<file path="config.mk">
export PLATFORM = sky130hd
export DESIGN_NAME = rx_page_record_walker
export DESIGN_NICKNAME = d
export VERILOG_FILES = /design/src/rtl/rpw_pkg.sv /design/src/rtl/rpw_cfg_regs.sv /design/src/rtl/rpw_step.sv /design/src/rtl/rx_page_record_walker.sv
export SDC_FILE = /design/constraint.sdc
export NUM_CORES = 1
export LEC_CHECK = 0
export ABC_CLOCK_PERIOD_IN_PS = 14810
export BUFFER_PORTS_ARGS = -buffer_cell sky130_fd_sc_hd__buf_4
export CAP_MARGIN = 40
export CORE_MARGIN = 2
export CORE_UTILIZATION = 44
export DETAILED_ROUTE_END_ITERATION = 8
export PLACE_DENSITY = 0.62
export SETUP_SLACK_MARGIN = 0.02
export SYNTH_ARGS = -nofsm -noshare
export SYNTH_HDL_FRONTEND = slang
export SYNTH_HIERARCHICAL = 1
export SYNTH_SLANG_ARGS = --single-unit
</file>
<file path="constraint.sdc">
create_clock -name clk -period 14.81 [get_ports clk]
set_clock_uncertainty 0.15 [all_clocks]
set_input_delay 0.7405 -clock clk [delete_from_list [all_inputs] [get_ports clk]]
set_output_delay 0.7405 -clock clk [all_outputs]
set_load 0.1 [all_outputs]
</file>
<file path="src/rtl/rpw_pkg.sv">
`timescale 1ns / 1ps
// Shared types and constants of the receive page record walker.
package rpw_pkg;

    localparam int RECORD_BYTES = 16;
    localparam int OFS_W        = 17;
    localparam int SUM_W        = OFS_W + 1;
    localparam int SEQ_W        = 16;
    localparam int SIZE_W       = 14;
    localparam int CFG_W        = 16;
    localparam int CFG_IDX_W    = 2;
    localparam int ALIGN_BYTES  = 32;
    localparam int FCS_BYTES    = 4;
    localparam int ERR_FLAG_BIT = 9;
    localparam int RAW_LSB      = 16;
    localparam int ALIGN_W      = 15;

    localparam logic [15:0] RECYCLE_AT_RST  = 16'd16384;
    localparam logic [15:0] ALLOC_BYTES_RST = 16'd17920;
    localparam logic [13:0] MAX_PAYLOAD_RST = 14'd1514;

    typedef enum logic [CFG_IDX_W-1:0] {
        REG_RECYCLE_AT  = 2'd0,
        REG_ALLOC_BYTES = 2'd1,
        REG_MAX_PAYLOAD = 2'd2
    } reg_idx_t;

    typedef enum logic [2:0] {
        ACT_IDLE     = 3'd0,
        ACT_DELIVER  = 3'd1,
        ACT_DROP     = 3'd2,
        ACT_RUNT     = 3'd3,
        ACT_SEQ_ERR  = 3'd4,
        ACT_OVERRUN  = 3'd5
    } action_t;

    typedef struct packed {
        logic [15:0]       recycle_at;
        logic [15:0]       alloc_bytes;
        logic [SIZE_W-1:0] max_payload;
    } cfg_t;

    typedef struct packed {
        logic [15:0] hw_wr_ofs;
        logic [15:0] rec_seq;
        logic [31:0] rec_word1;
        logic [15:0] rec_flags;
    } item_t;

    typedef struct packed {
        logic                           page;
        logic [SEQ_W-1:0]               expected_seq;
        logic [1:0][OFS_W-1:0]          rd_ofs;
    } walk_state_t;

    typedef struct packed {
        action_t           action;
        logic              page_index;
        logic [15:0]       payload_offset;
        logic [SIZE_W-1:0] payload_len;
        logic              recycled;
        logic [OFS_W-1:0]  next_read_offset;
        logic [SEQ_W-1:0]  expected_seq_out;
    } result_t;

endpackage

</file>
<file path="src/rtl/rpw_cfg_regs.sv">
`timescale 1ns / 1ps
// Configuration registers of the receive page record walker.
module rpw_cfg_regs
(
    input  logic                           clk,
    input  logic                           rst_n,
    input  logic                           cfg_we,
    input  logic [rpw_pkg::CFG_IDX_W-1:0]  cfg_index,
    input  logic [rpw_pkg::CFG_W-1:0]      cfg_data,
    output rpw_pkg::cfg_t                  cfg
);

    rpw_pkg::cfg_t cfg_reg;
    rpw_pkg::cfg_t cfg_next;

    always_comb
    begin
        cfg_next = cfg_reg;
        if (cfg_we)
        begin
            case (cfg_index)
                rpw_pkg::REG_RECYCLE_AT:  cfg_next.recycle_at  = cfg_data;
                rpw_pkg::REG_ALLOC_BYTES: cfg_next.alloc_bytes = cfg_data;
                rpw_pkg::REG_MAX_PAYLOAD:
                    cfg_next.max_payload = cfg_data[rpw_pkg::SIZE_W-1:0];
                default:                  cfg_next = cfg_reg;
            endcase
        end
    end

    always_ff @(posedge clk or negedge rst_n)
    begin
        if (!rst_n)
        begin
            cfg_reg.recycle_at  <= rpw_pkg::RECYCLE_AT_RST;
            cfg_reg.alloc_bytes <= rpw_pkg::ALLOC_BYTES_RST;
            cfg_reg.max_payload <= rpw_pkg::MAX_PAYLOAD_RST;
        end
        else
        begin
            cfg_reg <= cfg_next;
        end
    end

    assign cfg = cfg_reg;

endmodule

</file>
<file path="src/rtl/rpw_step.sv">
`timescale 1ns / 1ps
// Combinational walk step: classifies one record and computes the next walk state.
module rpw_step
(
    input  rpw_pkg::cfg_t        cfg,
    input  rpw_pkg::walk_state_t cur,
    input  rpw_pkg::item_t       item,
    output rpw_pkg::walk_state_t nxt,
    output rpw_pkg::result_t     res
);

    logic [rpw_pkg::OFS_W-1:0]    ro;
    logic [rpw_pkg::SUM_W-1:0]    ro_rec;
    logic [rpw_pkg::SIZE_W-1:0]   raw;
    logic [rpw_pkg::SIZE_W-1:0]   plen;
    logic                         err;
    logic                         fits;
    logic [rpw_pkg::ALIGN_W-1:0]  rec_span;
    logic [rpw_pkg::OFS_W-1:0]    ro_new;

    always_comb
    begin
        ro       = cur.rd_ofs[cur.page];
        ro_rec   = {1'b0, ro} + rpw_pkg::SUM_W'(rpw_pkg::RECORD_BYTES);
        raw      = item.rec_word1[rpw_pkg::RAW_LSB +: rpw_pkg::SIZE_W];
        err      = item.rec_flags[rpw_pkg::ERR_FLAG_BIT];
        plen     = raw - rpw_pkg::SIZE_W'(rpw_pkg::FCS_BYTES);
        fits     = (ro_rec + rpw_pkg::SUM_W'(plen)) <= rpw_pkg::SUM_W'(cfg.alloc_bytes);
        // Record plus payload, rounded up to the next 32-byte boundary.
        rec_span = (rpw_pkg::ALIGN_W'(raw)
                    + rpw_pkg::ALIGN_W'(rpw_pkg::RECORD_BYTES + rpw_pkg::ALIGN_BYTES - 1))
                   & ~rpw_pkg::ALIGN_W'(rpw_pkg::ALIGN_BYTES - 1);
        ro_new   = ro + rpw_pkg::OFS_W'(rec_span);

        nxt = cur;
        res.action           = rpw_pkg::ACT_IDLE;
        res.page_index       = cur.page;
        res.payload_offset   = '0;
        res.payload_len      = '0;
        res.recycled         = 1'b0;

        if (ro >= rpw_pkg::OFS_W'(item.hw_wr_ofs))
        begin
            res.action = rpw_pkg::ACT_IDLE;
        end
        else if (ro_rec > rpw_pkg::SUM_W'(cfg.alloc_bytes))
        begin
            res.action            = rpw_pkg::ACT_OVERRUN;
            res.recycled          = 1'b1;
            nxt.rd_ofs[cur.page]  = '0;
            nxt.page              = ~cur.page;
        end
        else if (item.rec_seq != cur.expected_seq)
        begin
            res.action            = rpw_pkg::ACT_SEQ_ERR;
            res.recycled          = 1'b1;
            nxt.expected_seq      = item.rec_seq + rpw_pkg::SEQ_W'(1);
            nxt.rd_ofs[cur.page]  = '0;
            nxt.page              = ~cur.page;
        end
        else
        begin
            nxt.expected_seq   = cur.expected_seq + rpw_pkg::SEQ_W'(1);
            res.payload_offset = ro_rec[15:0];
            if (err)
            begin
                res.action = rpw_pkg::ACT_DROP;
            end
            else if (raw > rpw_pkg::SIZE_W'(rpw_pkg::FCS_BYTES))
            begin
                if (plen <= cfg.max_payload && fits)
                begin
                    res.action      = rpw_pkg::ACT_DELIVER;
                    res.payload_len = plen;
                end
                else
                begin
                    res.action = rpw_pkg::ACT_DROP;
                end
            end
            else
            begin
                res.action = rpw_pkg::ACT_RUNT;
            end

            if (ro_new >= rpw_pkg::OFS_W'(cfg.recycle_at))
            begin
                res.recycled          = 1'b1;
                nxt.rd_ofs[cur.page]  = '0;
                nxt.page              = ~cur.page;
            end
            else
            begin
                nxt.rd_ofs[cur.page]  = ro_new;
            end
        end

        // Offset of the page just worked on, zero once it has been recycled.
        res.next_read_offset = nxt.rd_ofs[cur.page];
        res.expected_seq_out = nxt.expected_seq;
    end

endmodule

</file>
<file path="src/rtl/rx_page_record_walker.sv">
`timescale 1ns / 1ps
// Top level of the receive page record walker: input register, step logic, result register.
// Flow: an accepted item waits in the input register until the result register is free or
// being emptied; it is then walked and its result is registered, which raises out_valid.
// Throughput: one item per cycle while out_ready is high; the walk state is updated in the same cycle as the
// step logic runs, so each item sees the state left by the one before it.
// Reset: page 0 in use, expected sequence 0, both read offsets 0, and the
// configuration registers at 16384, 17920 and 1514; no result is pending.
module rx_page_record_walker
(
    input  logic                                clk,
    input  logic                                rst_n,

    input  logic                                cfg_we,
    input  logic [rpw_pkg::CFG_IDX_W-1:0]       cfg_index,
    input  logic [rpw_pkg::CFG_W-1:0]           cfg_data,

    input  logic                                in_valid,
    output logic                                in_ready,
    input  logic [15:0]                         hw_wr_ofs,
    input  logic [15:0]                         rec_seq,
    input  logic [31:0]                         rec_word1,
    input  logic [15:0]                         rec_flags,

    output logic                                out_valid,
    input  logic                                out_ready,
    output logic [2:0]                          action,
    output logic                                page_index,
    output logic [15:0]                         payload_offset,
    output logic [rpw_pkg::SIZE_W-1:0]          payload_len,
    output logic                                recycled,
    output logic [rpw_pkg::OFS_W-1:0]           next_read_offset,
    output logic [rpw_pkg::SEQ_W-1:0]           expected_seq_out
);

    rpw_pkg::cfg_t        cfg;
    rpw_pkg::item_t       item_reg;
    logic                 item_valid_reg;
    rpw_pkg::walk_state_t state_reg;
    rpw_pkg::walk_state_t state_next;
    rpw_pkg::result_t     step_res;
    rpw_pkg::result_t     res_reg;
    logic                 res_valid_reg;
    logic                 step_fire;
    logic                 in_fire;

    rpw_cfg_regs u_cfg
    (
        .clk       (clk),
        .rst_n     (rst_n),
        .cfg_we    (cfg_we),
        .cfg_index (cfg_index),
        .cfg_data  (cfg_data),
        .cfg       (cfg)
    );

    rpw_step u_step
    (
        .cfg  (cfg),
        .cur  (state_reg),
        .item (item_reg),
        .nxt  (state_next),
        .res  (step_res)
    );

    // The registered item is walked when the result register is free or is
    // being emptied in this cycle. The input register refills in the same cycle.
    assign step_fire = item_valid_reg && (!res_valid_reg || out_ready);
    assign in_ready  = !item_valid_reg || step_fire;
    assign in_fire   = in_valid && in_ready;

    always_ff @(posedge clk or negedge rst_n)
    begin
        if (!rst_n)
        begin
            item_valid_reg <= 1'b0;
            res_valid_reg  <= 1'b0;
            state_reg      <= '0;
        end
        else
        begin
            if (in_fire)
            begin
                item_valid_reg <= 1'b1;
            end
            else if (step_fire)
            begin
                item_valid_reg <= 1'b0;
            end

            if (step_fire)
            begin
                res_valid_reg <= 1'b1;
                state_reg     <= state_next;
            end
            else if (out_ready)
            begin
                res_valid_reg <= 1'b0;
            end
        end
    end

    // Payload registers carry no reset.
    always_ff @(posedge clk)
    begin
        if (in_fire)
        begin
            item_reg.hw_wr_ofs <= hw_wr_ofs;
            item_reg.rec_seq   <= rec_seq;
            item_reg.rec_word1 <= rec_word1;
            item_reg.rec_flags <= rec_flags;
        end
        if (step_fire)
        begin
            res_reg <= step_res;
        end
    end

    assign out_valid        = res_valid_reg;
    assign action           = res_reg.action;
    assign page_index       = res_reg.page_index;
    assign payload_offset   = res_reg.payload_offset;
    assign payload_len      = res_reg.payload_len;
    assign recycled         = res_reg.recycled;
    assign next_read_offset = res_reg.next_read_offset;
    assign expected_seq_out = res_reg.expected_seq_out;

endmodule
</file>
==> flow_metrics.tcl, run 1 <==
set metrics [dict create \
    outcome "finished, final reports clean" \
    fmax_ghz 0.143 \
    clkTransAtPathRegs_ns 0.07 \
    routed_wl_um 32000 \
    yosysWarningCount 6 \
    start_util_pct 44.4 \
    slowest_stage "a2111o_1" \
    final.setup.tns_ns 0 \
    largest_reg_flops 51 \
    ir_drop_mv 0.0954 \
    antenna_found_initial 0 \
    timing.final.crit_period_ns 6.98 \
    core_um2 29400 \
    drive_above_1_share_pct 25.2 \
    start_kind "register" \
    clkSinkCount 214 \
    cts_tree "done" \
    cp_data_arrival_time_ns 7.22 \
    synthesis.area_um2 13000 \
    place_ws_ns 7.95 \
    rows 63 \
    htreeDepth 1 \
    area_growth_pct 16.5 \
    grt_start_max_net_pins 52 \
    pwr_density_cell_nw_per_um2 116 \
    fin_ws_ns 7.83 \
    setup_viol 0 \
    hold_class "input pin to register" \
    postSynthAreaPerCell_um2 11.2 \
    path_cells "buf_4, mux2_2, ha_1, xnor2_1, ha_1, a21oi_1, nand3_1, or2_2, maj3_1, a21oi_1, o21ai_0, and3_1, o311ai_0, xnor2_1, ha_1, a21oi_1, nor2b_1, a41oi_1, a221oi_1, o311ai_0, a2111o_1, and2b_1" \
    grt-ovfl-total 0 \
    syn_inst 1165 \
    cts.repair.resized 0 \
    gp_congestion 0.866 \
    rsz0062_at_grt "no" \
    power.total_uw 1770 \
    grt_pass1_wl_um 49900 \
    period_share_pct 47.1 \
    drtAntennaViolNets 0 \
    synth_nets 1372 \
    hold_violations 0 \
    leakage_uw 0.00683 \
    cts_root_buf "clkbuf_16" \
    grt_util_all_layers_pct 20.7 \
    vias_per_cell 5.28 \
    tightest_slew_ns 0.976 \
    drv_slew 0 \
    die_area_um2 31000 \
    numCtsBuffers 24 \
    die_h_um 176 \
    numPortBuffers 139 \
    die_x_um 176 \
    io_pins 173 \
    critPathRequiredTime_ns 15.05 \
    critPathKind "register to register" \
    clk_latency_ns 0.54 \
    dr.pass1.iters 7 \
    n_antenna_cell 0 \
    endpoint_kind "register" \
    fin_nets 1497 \
    drc 0 \
    clock_path_buffers 3 \
    cp_max_fo 29 \
    maxCapViolCount 0 \
    grt_pass1_vias 8786 \
    slowest_delay_ns 0.62 \
    vias 8973 \
    hpwl_um 24400 \
    drt_iter0_drc 689 \
    slew_headroom_pct 34.5 \
    wl_per_cell_um 18.8 \
]
-- cell usage in the layout (no fill, tap or decap), types with 48 or more instances in the layout --
| master | count |
|---|---|
| buf_4 | 148 |
| edfxtp_1 | 115 |
| inv_1 | 107 |
| ha_1 | 102 |
| dfrtp_1 | 88 |
| nand2_1 | 82 |
| o21ai_0 | 69 |
| xnor2_1 | 61 |
| mux2_2 | 51 |
| mux2_4 | 49 |
| nor2_1 | 48 |
-- area by class of cell --
type                       count  area (um^2)
fill                        2570        14200
multi-input combinational    787         6340
sequential                   214         5940
timing repair buffer         154         1210
clock buffer                  34          658
tap                          390          488
inverter                     109          409
clock inverter                10          151
-- power by group --
part | total (uW) | switching [uW] | internal [uW]
Combinational | 428 | 273 | 155
Sequential | 734 | 40.5 | 694
Clock | 607 | 243 | 364
-- critical path, delay by kind of cell, from the launching register on --
| kind | cells | cell delay (ns) |
|---|---|---|
| muxes | 1 | 0.48 |
| and+or+nand+nor | 5 | 1.07 |
| buffers and inverters | 1 | 0.38 |
| AOI/OAI and AO/OA | 9 | 2.41 |
| adders and majority gates | 4 | 1.31 |
| xor gates and xnor gates | 2 | 0.64 |
| DFF | 1 | 0.36 |
-- metrics by stage --
step                hold slack, ns  cells  utilization [%]  cell area (um^2)
floorplan                    0.295   1165                -             13000
global placement             0.338   1648             48.6             14300
detailed placement           0.346   1653             48.9             14400
CTS                          0.201   1698             51.7             15200
global route                 0.204   1698             51.7             15200
finish                       0.228   1698             51.7             15200
-- per-layer routing --
metal	wire (um)	track usage [%]	vias up
li1	-	-	4388
met1	15100	30.2	4251
met2	13900	32.2	290
met3	2310	3.75	44
met4	611	4.61	0
met5	0	0	-
-- timing repair --
| item | CTS | global route |
|---|---|---|
| endpoints found under the hold margin | 22 | 0 |
| hold buffers | 1 | 0 |
| setup buffers | 0 | 0 |
-- path summary, 6_finish.rpt --
path,from,to,slack (ns),cells past startpoint
worst min register to register,u_cfg/cfg[13],u_cfg/cfg[13],0.35,1
worst max-delay path,state_reg[50],payload_len[4],7.83,22
worst max register to register,state_reg[50],payload_len[4],7.83,22
max in group asynchronous,rst_n,u_cfg/cfg[6],12.92,4
worst min-delay path,hw_wr_ofs[6],item_reg[70],0.23,1
min in group asynchronous,rst_n,state_reg[24],0.51,2
Power figures use the tool's default switching activity.
==> run 2: changes to the inputs <==
Settings changed: ABC_AREA from default to 1, ABC_CLOCK_PERIOD_IN_PS 14810 to 6620.
Clock period 14.81 ns to 6.62 ns, I/O delays scaled along.
==> run 2 against run 1 <==
Die area grew 4.9%. Core utilization grew 1.8 points. Count of clock-buffer cells in the layout shrank 3. Synthesized cell count grew 38%. Maximum frequency grew 21%. Sequential share of layout area shrank 2.8 points. Combinational power grew to 2.9 times the previous value. Via count grew 27%. Total power grew 140%. Worst setup slack lost 7.0 ns. Critical path type unchanged. Critical endpoint is now payload_len[1].
==> flow_metrics.tcl, run 2 <==
set metrics [dict create \
    cp_common_cell "inv_1" \
    syn_inst 1611 \
    final.setup.tns_ns 0 \
    clkTransAtPathRegs_ns 0.06 \
    start_util_pct 44.7 \
    leakage_uw 0.00807 \
    timing.final.crit_period_ns 5.77 \
    maxCapViolCount 0 \
    cp_data_arrival_time_ns 6.00 \
    hpwl_um 27300 \
    clk_latency_ns 0.55 \
    cts_root_buf "clkbuf_16" \
    drtAntennaViolNets 0 \
    pwr_density_cell_nw_per_um2 264 \
    die_area_um2 32600 \
    final_common_cell "nand2_1" \
    die_x_um 180 \
    outcome "finished, final reports clean" \
    start_kind "register" \
    drv_slew 0 \
    r2r_end "payload_len[1]" \
    cp-endpoint "payload_len[1]" \
    period_share_pct 87.2 \
    grt_pass1_wl_um 60200 \
    post-cts-setup-buffer-count 0 \
    slowest_delay_ns 0.68 \
    critPathRequiredTime_ns 6.84 \
    grt-ovfl-total 0 \
    grt.busiest_layer "met2" \
    drt_iter0_drc 836 \
    antenna_found_initial 0 \
    cts_tree "done" \
    fin_area_um2 16400 \
    dr.pass1.iters 5 \
    switching_share_pct 37.2 \
    wl_per_cell_um 17.2 \
    clock_path_buffers 3 \
    reg2reg_from "state_reg[50]" \
    drc 0 \
    cp_max_fo 28 \
    grt_start_max_net_pins 59 \
    fillers 2800 \
    hold_class "input pin to register" \
    cts.repair.resized 0 \
    htreeDepth 1 \
    met3_usage_pct 3.38 \
    fin_util_pct 53.5 \
    power_frac_clock_pct 31.8 \
    seqPwrFrac_pct 39.3 \
    core_um2 30700 \
    power.total_uw 4320 \
    rows 64 \
    slew_headroom_pct 45.5 \
    setup_viol 0 \
    grt_pass1_vias 10980 \
    critPathKind "register to register" \
    vias 11397 \
    die_h_um 180 \
    synth_nets 1818 \
    gp_congestion 0.940 \
    ir_drop_mv 0.217 \
    largest_reg_flops 51 \
    yosysWarningCount 6 \
    slowest_stage "dfrtp_1" \
    p_int_uw 2710 \
    numPortBuffers 139 \
    hold_violations 0 \
    grt_util_all_layers_pct 23.3 \
    fin_nets 1996 \
    dpl-instance-area_um2 14800 \
    use_met2_pct 38.7 \
    io_pins 173 \
    rr_worst_depth 28 \
    drive_above_1_share_pct 15.9 \
    routed_wl_um 37800 \
    final_cell_mix "nand2_1 (461), inv_1 (177), buf_4 (147)" \
    n_antenna_cell 0 \
    area_growth_pct 19.6 \
    postSynthAreaPerCell_um2 8.51 \
    vias_per_cell 5.17 \
    use_met1_pct 32.0 \
    numCtsBuffers 25 \
    fmax_ghz 0.173 \
    endpoint_kind "register" \
    regArea_um2 5940 \
    power_switching_uw 1610 \
    regToRegSetupSlack_ns 0.85 \
    cp-startpoint "state_reg[50]" \
    synthesis.area_um2 13700 \
    rsz0062_at_grt "no" \
    multi_input_area_um2 6550 \
    pwr-share-comb_pct 28.9 \
    tightest_slew_ns 0.817 \
    clkSinkCount 214 \
]
-- run 2: cell types whose count changed in the layout (fill, tap and decap cells not counted), sizes merged, moves of 61 or more --
cell	previous run	this run
dlygate4sd3	1	75
inv	108	193
mux2	100	0
nand2	83	499
nand3	21	147
nor2	48	109
-- run 2: cell type report --
| cell class | count | area share (%) |
|---|---|---|
| Sequential cell | 214 | 36.3 |
| Tap cell | 396 | 3.02 |
| Timing Repair Buffer | 222 | 11.3 |
| Clock buffer | 31 | 4.27 |
| Inverter | 191 | 4.45 |
| Multi-Input combinational cell | 1135 | 39.9 |
| Clock inverter | 15 | 0.748 |
-- run 2: metal layers --
metal | vias up | wire [um]
met1 | 5331 | 16800
met5 | - | 0
met4 | 0 | 952
met2 | 368 | 17700
li1 | 5637 | -
met3 | 61 | 2360
-- run 2: power groups by stage --
stage | Combinational (uW) | Sequential (uW) | Clock [uW]
after global placement | 1190 | 1720 | 0
after floorplan | 637 | 2030 | 0
after CTS | 1250 | 1700 | 1400
after detailed placement | 1210 | 1720 | 0
final | 1250 | 1700 | 1380
after global routing | 1350 | 1720 | 1460
-- run 2: metrics by stage --
stage	hold WS, ns	setup slack, ns	instances
final	0.0256	0.849	2204
after detailed placement	0.207	0.924	2083
after global routing	0.0196	0.415	2204
after global placement	0.208	1.05	2083
after floorplan	-0.115	2.15	1611
after CTS	0.00101	0.871	2204
-- run 2: repair_timing --
item | CTS | global route
hold buffers | 75 | 0
endpoints found under the setup margin | 0 | 0
hold endpoints to repair | 135 | 0
-- run 2: critical path: cells and delay by family, from the launching register on --
family / cells / cell delay [ns]
adders and majority gates: 3 / 0.92
buffers and inverters: 6 / 0.65
DFF: 1 / 0.68
xor gates and xnor gates: 2 / 0.40
AOI/OAI and AO/OA: 4 / 0.76
and+or+nand+nor: 13 / 2.01
-- run 2: worst min-delay path by stage --
stage / start / end / slack (ns) / cells past startpoint
2_1_floorplan: rst_n / item_valid_reg / -0.11 / 0
6_report: cfg_index[0] / u_cfg/cfg[24] / 0.03 / 3
3_5_place_dp: rst_n / u_cfg/cfg[4] / 0.21 / 1
3_3_place_gp: rst_n / u_cfg/cfg[4] / 0.21 / 1
5_1_grt: cfg_index[0] / u_cfg/cfg[17] / 0.02 / 3
4_1_cts: cfg_index[0] / u_cfg/cfg[24] / 0.001 / 3
==> run 3: changes to the inputs <==
Settings changed: ABC_CLOCK_PERIOD_IN_PS 6620 to 5400, CELL_PAD_IN_SITES_DETAIL_PLACEMENT from default to 1, CELL_PAD_IN_SITES_GLOBAL_PLACEMENT from default to 2, CORE_UTILIZATION 44 to 37, GPL_ROUTABILITY_DRIVEN from default to 0, PLACE_DENSITY 0.62 to 0.81.
Clock period 6.62 ns to 5.4 ns, I/O delays scaled along.
==> run 3 against run 2 <==
Design area is 3.9% higher. Clock power is 23% higher. Largest power group unchanged. Final cell count is 5.9% higher. Die area is 18% higher. Critical path depth is 3 higher. Worst setup slack worse by 0.45 ns. Worst hold slack better by 0.049 ns. Register-to-register slack worse by 0.45 ns.
==> flow_metrics.tcl, run 3 (synthesized netlist as in run 2, its figures left out) <==
set metrics [dict create \
    cp_num_cells 31 \
    clock_path_buffers 3 \
    wl_per_cell_um 18.8 \
    hold_violations 0 \
    endpoint_kind "register" \
    slowest_stage "edfxtp_1" \
    routed_wl_um 43900 \
    critPathKind "register to register" \
    antenna_found_initial 0 \
    grt_pass1_wl_um 68800 \
    drt_iter0_drc 615 \
    cts_root_buf "clkbuf_16" \
    r2r_end "state_reg[3]" \
    hpwl_um 32500 \
    numCtsBuffers 25 \
    fin_cells 2333 \
    cp-endpoint "state_reg[3]" \
    clkTransAtPathRegs_ns 0.06 \
    regToRegSetupSlack_ns 0.40 \
    die_area_um2 38600 \
    final_common_cell "nand2_1" \
    pwr_density_cell_nw_per_um2 319 \
    start_kind "register" \
    vias_per_cell 5.00 \
    grt_pass1_vias 12149 \
    die_x_um 196 \
    drv_slew 0 \
    cp_data_arrival_time_ns 5.35 \
    clk_latency_ns 0.56 \
    cts_tree "done" \
    period_share_pct 92.7 \
    fin_util_pct 46.6 \
    dr.pass1.iters 5 \
    cp_common_cell "nor2_1" \
    critPathTopFamily "simple AND/OR/NAND/NOR gates" \
    grt_util_all_layers_pct 23.1 \
    critPathRequiredTime_ns 5.74 \
    drc 0 \
    place_ws_ns 0.181 \
    reg2reg_from "item_reg[34]" \
    fin_ws_ns 0.397 \
    timing.final.crit_period_ns 5.00 \
    final_cell_mix "nand2_1 (461), buf_4 (199), inv_1 (177)" \
    fin_hold_ws_ns 0.0746 \
    die_h_um 196 \
    outcome "finished, final reports clean" \
    area_growth_pct 24.2 \
    drive_above_1_share_pct 18.7 \
    grt_start_max_net_pins 56 \
    vias 11669 \
    grt-ovfl-total 0 \
    htreeDepth 1 \
    leakage_uw 0.00837 \
    rr_worst_depth 31 \
    slowest_delay_ns 0.38 \
    fmax_ghz 0.200 \
    hold_class "input pin to register" \
    numPortBuffers 139 \
    slew_headroom_pct 46.1 \
    start_util_pct 37.5 \
    final.setup.tns_ns 0 \
    cp-startpoint "item_reg[34]" \
    tightest_slew_ns 0.809 \
    clkSinkCount 214 \
    core_um2 36500 \
    critPathBufInv 3 \
    drtAntennaViolNets 0 \
    io_pins 173 \
    place_inst 2211 \
    largest_reg_flops 51 \
    cp_max_fo 5 \
    maxCapViolCount 0 \
    n_antenna_cell 0 \
    ir_drop_mv 0.267 \
    setup_viol 0 \
    fin_nets 2053 \
    rows 70 \
]
-- run 3: cell types whose count changed in the layout (fill, tap and decap cells not counted), sizes merged --
cell / delta
bufinv: +1
clkinv: -5
inv: -3
clkbuf: +8
buf: +57
clkinvlp: -1
-- run 3: worst register-to-register path: cells and delay by family (launching register included) --
family                     cells  cell delay, ns
AOI/OAI and AO/OA              4            0.74
xor gates and xnor gates       2            0.42
adders and majority gates      3            0.91
buffers and inverters          3            0.32
DFF                            1            0.38
and+or+nand+nor               19            2.00
-- run 3: worst min path at each step --
stage                                end    from  cells after the start
after floorplan           item_valid_reg   rst_n                      0
after detailed placement   u_cfg/cfg[13]   rst_n                      1
after global routing       u_cfg/cfg[32]  cfg_we                      3
after global placement     u_cfg/cfg[13]   rst_n                      1
final                      u_cfg/cfg[32]  cfg_we                      3
after CTS                  u_cfg/cfg[10]  cfg_we                      3
-- run 3: where the power goes --
part / internal [uW] / total, uW / switching [uW] / leakage [uW]
logic: 475 / 1660 / 1180 / 0.00559
clock network: 1000 / 1700 / 697 / 0.000393
registers: 1940 / 2080 / 139 / 0.00238
total: 3420 / 5440 / 2020 / 0.00837
-- run 3: cell type report --
type	count	area, um^2
multi-input combinational	1135	6620
clock inverter	7	98.8
sequential	214	5950
clock buffer	39	709
inverter	191	731
tap	468	586
fill	4299	19500
timing repair buffer	279	2340
-- run 3: stage by stage --
step	area [um^2]	total power (uW)
5_1_grt	17000	5730
3_3_place_gp	15400	3680
6_report	17000	5440
2_1_floorplan	13700	3260
3_5_place_dp	15400	3720
4_1_cts	16900	5490
-- run 3: routing by layer --
metal / track usage (%) / wire length, um
met5: 0 / 0
met4: 5.84 / 996
met1: 32.3 / 21000
met2: 38.1 / 20200
met3: 2.77 / 1620
-- run 3: what timing repair did --
action / 4_1_cts / 5_1_grt
buffers inserted: 0 / 1
hold buffers: 75 / 0
endpoints found under the hold margin: 137 / 0
setup endpoints to repair: 0 / 65
resized for setup: 0 / 18
